## config.mk

```make
export PLATFORM = sky130hd
export DESIGN_NAME = tun_div
export DESIGN_NICKNAME = d
export VERILOG_FILES = /design/src/rtl/tun_pkg.sv /design/src/rtl/tun_div.sv
export SDC_FILE = /design/constraint.sdc
export NUM_CORES = 2
export LEC_CHECK = 0
export BUFFER_PORTS_ARGS = -buffer_cell sky130_fd_sc_hd__buf_2
export CAP_MARGIN = 10
export CORE_MARGIN = 2
export CORE_UTILIZATION = 45
export CTS_CLUSTER_SIZE = 25
export DETAILED_ROUTE_END_ITERATION = 8
export GPL_TIMING_DRIVEN = 0
export PLACE_DENSITY = 0.76
export SLEW_MARGIN = 20
export SYNTH_ARGS = -nofsm -noshare
export SYNTH_HDL_FRONTEND = slang
export SYNTH_SLANG_ARGS = --single-unit
```

## constraint.sdc

```tcl
create_clock -name clock -period 20.7 [get_ports clock]
set_input_delay 0 -clock clock [delete_from_list [all_inputs] [get_ports clock]]
set_output_delay 0 -clock clock [all_outputs]
set_load 0.005 [all_outputs]
```

## src/rtl/tun_pkg.sv

```systemverilog
// Package for the triangle unit-normal pipeline: widths and shared types.
// Used by all modules under rtl; depends on nothing else.
package tun_pkg;

   localparam int CoordWidth = 16;
   localparam int EdgeWidth  = 17;
   localparam int CrossWidth = 34;
   localparam int MagWidth   = 33;
   localparam int SqWidth    = 66;
   localparam int SumWidth   = 68;
   localparam int AccWidth   = 102;   // (2q+1)^2 * sum stays below 2^100
   localparam int NormWidth  = 16;
   localparam int QBits      = 15;    // quotient 0..16384
   localparam int QMax       = 16384;

   // Result of the front end: squared magnitudes, signs, squared length.
   typedef struct packed {
      logic [2:0][SqWidth-1:0]  sq;
      logic [2:0]               neg;
      logic [SumWidth-1:0]      sum;
   } front_type;

endpackage

```

## src/rtl/tun_div.sv

```systemverilog
// One restoring quotient-bit stage of the normalization search.
// Decides bit Bit of q for one component; depends on tun_pkg.
module tun_div #(
   parameter int Bit = 14
) (
   input  logic                          clock,
   input  logic                          enable,
   input  logic [tun_pkg::QBits-1:0]     q_in,
   input  logic [tun_pkg::AccWidth-1:0]  p_in,   // (2q)^2 * sum
   input  logic [tun_pkg::AccWidth-1:0]  l_in,   // 2q * sum
   input  logic [tun_pkg::SqWidth-1:0]   sq,
   input  logic [tun_pkg::SumWidth-1:0]  sum,
   output logic [tun_pkg::QBits-1:0]     q_out,
   output logic [tun_pkg::AccWidth-1:0]  p_out,
   output logic [tun_pkg::AccWidth-1:0]  l_out
);

   localparam int W = tun_pkg::AccWidth;

   // Test (2t-1)^2 * sum <= m^2 * 2^30 with t = q_in + d, d = 2^Bit. With w = 2q the
   // left side is P + 2(2d-1)L + (2d-1)^2 sum, so only shifts and adds are needed.
   logic [tun_pkg::QBits-1:0] trial;
   logic [W-1:0]              s_w, p_try, l_try, lhs, rhs;
   logic                      ok;

   always_comb begin
      trial = q_in | (tun_pkg::QBits'(1) << Bit);
      s_w   = W'(sum);
      p_try = p_in + (l_in << (Bit + 2)) + (s_w << (2 * Bit + 2));
      l_try = l_in + (s_w << (Bit + 1));
      lhs   = p_in + (l_in << (Bit + 2)) - (l_in << 1)
            + (s_w << (2 * Bit + 2)) - (s_w << (Bit + 2)) + s_w;
      rhs   = W'(sq) << 30;
      ok    = (trial <= tun_pkg::QBits'(tun_pkg::QMax)) && (lhs <= rhs);
   end

   always_ff @(posedge clock) begin
      if (enable) begin
         if (ok) begin
            q_out <= trial;
            p_out <= p_try;
            l_out <= l_try;
         end else begin
            q_out <= q_in;
            p_out <= p_in;
            l_out <= l_in;
         end
      end
   end

endmodule

```

Word-level counts from Yosys, hierarchy flattened:

Index checks and enable logic that the tools add are counted.

* add/subtract/negate cells: 7
* order comparisons: 2
* multiplexer cells: 2
* reductions and logical operators: 1

Operator list (number)
* adder 102 x 98 -> 102 bit: 2
* two-way mux 102 bit: 2
* adder 102 bit: 1
* adder 102 x 68 -> 102 bit: 1
* adder 102 x 83 -> 102 bit: 1
* less-or-equal comparator 102 x 96 -> 1 bit: 1
* subtractor 102 bit: 1
* subtractor 102 x 84 -> 102 bit: 1
* less-or-equal comparator 15 bit (second input constant): 1
* logical AND 1 bit: 1

* bits in registers: 219
* input bits: 355
* output and inout port bits: 219
* logic and storage cells: 16

Depth between registers and ports, before layout:

* depth in word-level cells: 8
* depth in mapped cells: 51
* mapped depth without buffers: 46

Worst setup path after synthesis:

OpenSTA, ideal clock, no wires.

* path type: input to register
* start: input p_in[16] in the netlist's numbering
* end: register l_out[15] in the netlist's numbering, data pin
* setup time: 0.260 ns
* arrival time: 8.599 ns
* data required time: 20.440 ns
* path slack: 11.841 ns
* stages: 46
* buffers on the path: 3
* cells stage by stage: ha_1 -> inv_1 -> fa_1 -> nand2b_1 -> a21oi_1 -> o2111ai_1 -> o211ai_1 -> a41oi_1 -> o31a_1 -> o21ai_0 -> a31oi_1 -> o21ai_0 -> xor2_1 -> inv_1 -> fa_1 -> inv_1 -> ha_1 -> and3_1 -> [10 not listed] -> o21ai_0 -> xor2_1 -> ha_1 -> nand4_1 -> nor3_1 -> and4_1 -> o2111a_1 -> o2111ai_1 -> a2111oi_0 -> nand4_1 -> nor4_1 -> o21ai_0 -> nor4_2 -> nand3_2 -> buf_6 -> buf_6 -> buf_4 -> mux2_2

* longest elaborated chain between the ends: 8

RTL lines
* from (decl): RTL line tun_div.sv:9 `input logic [tun_pkg::AccWidth-1:0] p_in,`
* adder 102 bit: RTL line tun_div.sv:31 `lhs = p_in + (l_in << (Bit + 2)) - (l_in << 1)`
* subtractor 102 bit: RTL line tun_div.sv:31
* adder 102 x 98 -> 102 bit: RTL line tun_div.sv:32 `+ (s_w << (2 * Bit + 2)) - (s_w << (Bit + 2)) + s_w;`
* subtractor 102 x 84 -> 102 bit: RTL line tun_div.sv:32
* adder 102 x 68 -> 102 bit: RTL line tun_div.sv:32
* less-or-equal comparator 102 x 96 -> 1 bit: RTL line tun_div.sv:34 `ok = (trial <= tun_pkg::QBits'(tun_pkg::QMax)) && (lhs <= rhs);`
* logical AND 1 bit: RTL line tun_div.sv:34
* two-way mux 102 bit: RTL line tun_div.sv:39 `if (ok) begin`
* to (signal assigned): RTL line tun_div.sv:42 `l_out <= l_try;`
* to (signal assigned): RTL line tun_div.sv:46 `l_out <= l_in;`
* to (decl): RTL line tun_div.sv:15 `output logic [tun_pkg::AccWidth-1:0] l_out`

Every way passes these cells.
A chain may end at the register's enable or synchronous reset.

Worst setup path after layout:

* start: input l_in[0] in the netlist's numbering
* end: register l_out[97] in the netlist's numbering, data pin

* longest elaborated chain between the ends: 8
* elaborated cells between the ends (all ways): 9
* classes of those cells: add/sub (6); order compare (1); mux (1); reduce/logical (1)

RTL lines
* from (decl): RTL line tun_div.sv:10 `input logic [tun_pkg::AccWidth-1:0] l_in,`
* adder 102 bit: RTL line tun_div.sv:31
* subtractor 102 bit: RTL line tun_div.sv:31
* adder 102 x 98 -> 102 bit: RTL line tun_div.sv:32
* subtractor 102 x 84 -> 102 bit: RTL line tun_div.sv:32
* adder 102 x 68 -> 102 bit: RTL line tun_div.sv:32
* less-or-equal comparator 102 x 96 -> 1 bit: RTL line tun_div.sv:34
* logical AND 1 bit: RTL line tun_div.sv:34
* two-way mux 102 bit (*): RTL line tun_div.sv:39

Every way passes the cells marked *; elsewhere a longest branch is shown, timed or not.

==> impl_metrics.csv <==
group,metric,value,unit
die,fp.dieH,293,um
logic_synthesis,synth_top_area_share,0.183,
logic_synthesis,yosys.area_share.simple,0.139,
setup_path,cpLargestDelayFamily,"compound AO/OA/AOI/OAI gates",
placed_design,dp.cells,6217,
die,io_pins,574,
die,row_count,106,
cts,clockBufferDepth,3,
placed_design,place_area,0.0420,mm^2
logic_synthesis,synth_top_family_by_area,"adder cells",
cts,cts_tree,"done",
detailed_routing,first_pass_iters,6,
cells_and_area,final_cells,6494,
global_route,grt_pass1_vias,37300,
cells_and_area,final_cell_mix,"inv_1 (608), buf_2 (585), ha_1 (552)",
logic_synthesis,synth_area,0.0377,mm^2
logic_synthesis,synth_edf_count,219,
timing,rsz0062_at_grt,"no",
timing,max_freq,72.8,MHz
setup_path,cp-end-kind,"flip-flop",
logic_synthesis,synthTopCellsByArea,"ha_1 (18%), edfxtp_1 (17%), fa_1 (11%)",
setup_path,cpMostUsedCell,"ha_1",
cts,clkTransAtPathRegs,70,ps
logic_synthesis,async_reset_ff_frac,0,
setup_path,start_kind,"input port",
global_route,antenna_found_initial,11,
logic_synthesis,synth_cell_type_count,88,
die,die_w,293,um
cells_and_area,area_delta_synth_final,19.6,%
timing,max_slew_margin,0.298,
die,coreArea,0.0833,mm^2
detailed_routing,vias,38400,
global_route,gr-total-overflow,0,
cells_and_area,drive_gt1_frac,0.129,
placed_design,post-place-ws,7460,ps
cells_and_area,fill_cells,7830,
global_route,grtUsageTotal,0.356,
timing,tightestPinTransition,1040,ps
setup_path,required,21030,ps
cts,htree_levels,1,
global_route,grt_pass1_wl,230000,um
logic_synthesis,synth_mux_area_frac,0.00588,
pwr,leakage,22.1,nW
timing,finalSetupViolCount,0,
die,start_util,0.452,
logic_synthesis,synth_xor_area_frac,0.0732,
pwr,totalPowerFinal,4.87,mW
detailed_routing,postRouteAntennaNets,0,
logic_synthesis,ys_warn_count,0,
cts,clock-sinks,219,
pwr,p_per_area,108,mW/mm^2
timing,layout_setup_ws,6960,ps
timing,report.final.slew_viol_count,0,
detailed_routing,avgViaCountPerCell,5.91,
logic_synthesis,synth_seq_cells,219,
logic_synthesis,synth_compound_area_frac,0.235,
logic_synthesis,synth_ff_type,"edfxtp_1",
timing,hold_viol_final,0,
placed_design,hpwl,130000,um
placed_design,gp_congestion,1.05,
global_route,grt_max_degree,106,
die,die_area,0.0860,mm^2
detailed_routing,drt-total-wl,158000,um
placed_design,port_buffers,573,
cells_and_area,final_util,0.541,
setup_path,max_stage_delay,800,ps
setup_path,cp.buffers_inverters,8,
logic_synthesis,synthAdderAreaFrac,0.293,
setup_path,criticalPathCategory,"input port to flip-flop",
cts,clockRootBuffer,"clkbuf_16",
detailed_routing,drc,0,
cells_and_area,final_common_cell,"inv_1",
timing,post-route-period-util,0.664,
status,status,"finished clean",
logic_synthesis,synth.net_count,5675,
detailed_routing,routedWlPerCell,24.4,um
min_path,hp-class,"input port to flip-flop",
timing,setup_tns,0,ps
pwr,ir_drop,0.0702,mV
cells_and_area,fin_area,0.0451,mm^2
cells_and_area,nNetsFinal,6504,
logic_synthesis,synth_area_leader_cell,"ha_1",
detailed_routing,dr.first_iter.drc_count,3454,
logic_synthesis,synth_cells,4562,
logic_synthesis,yosysSeqAreaShare,0.175,
cts,cts_buffers,25,
logic_synthesis,syn_area_per_cell,8.26,um^2
setup_path,worst_ep_arrival_time,14070,ps
cts,ctsResizeCount,0,
timing,holdWs,14.7,ps
timing,period_needed,13740,ps
setup_path,crit_slowest_cell,"o21ai_0",
job,maxCapViolCount,0,
setup_path,crit_fanout,10,
[power breakdown]
part           switching (mW)  internal, mW  total (mW)
logic                    2.42          1.45        3.87
clock network           0.208         0.259       0.467
registers             0.00960         0.527       0.537
total                    2.64          2.23        4.87
[timing repair]
action / in CTS / in global routing
hold endpoints to repair: 242 / 0
hold buffers: 227 / 0
setup buffers: 0 / 0
setup endpoints to repair: 0 / 0
[sequential cells by signal (all words and copies together), names as in the netlist]
signal and flops:
q_out 15, l_out 102, p_out 102
[per-layer routing]
metal  share of wire  global-route usage
met5         0.00054                   0
met4           0.068               0.208
met3           0.085              0.0607
met2            0.46               0.589
met1            0.39               0.435
[final timing paths]
check / start / end / slack [ps] / cells past startpoint
hold / removal: l_in[69] / l_out[69] / 10 / 3
setup / recovery: l_in[0] / l_out[97] / 6960 / 48
[Yosys cell counts, types with 107 or more instances]
| cell | count |
|---|---|
| nand2_1 | 406 |
| edfxtp_1 | 219 |
| nand4_1 | 107 |
| nor2_1 | 171 |
| ha_1 | 552 |
| a21oi_1 | 391 |
| xor2_1 | 148 |
| inv_1 | 608 |
| o21ai_0 | 362 |
| clkbuf_1 | 152 |
| xnor2_1 | 167 |
| a21o_1 | 238 |
| fa_1 | 206 |
[layout make-up]
type,count,area [um^2],share of cell area
clock buffers,27,633,0.0140
plain buffers,178,748,0.0166
repair buffers,802,5200,0.115
clock inverters,18,184,0.00408
flip-flops and latches,219,6580,0.146
diodes,5,12.5,0.000278
well taps,1080,1350,0.0300
multi-input cells,3557,28100,0.623
inverters,608,2280,0.0506
[cells by family after synthesis]
logic type / after synthesis
multiplexers: 20
flip-flops: 219
AO/OA/AOI/OAI: 1400
adder cells (fa/ha/maj): 758
buffers and inverters: 786
AND/OR/NAND/NOR: 1064
XOR/XNOR: 315
(Power assumes the default switching activity.)
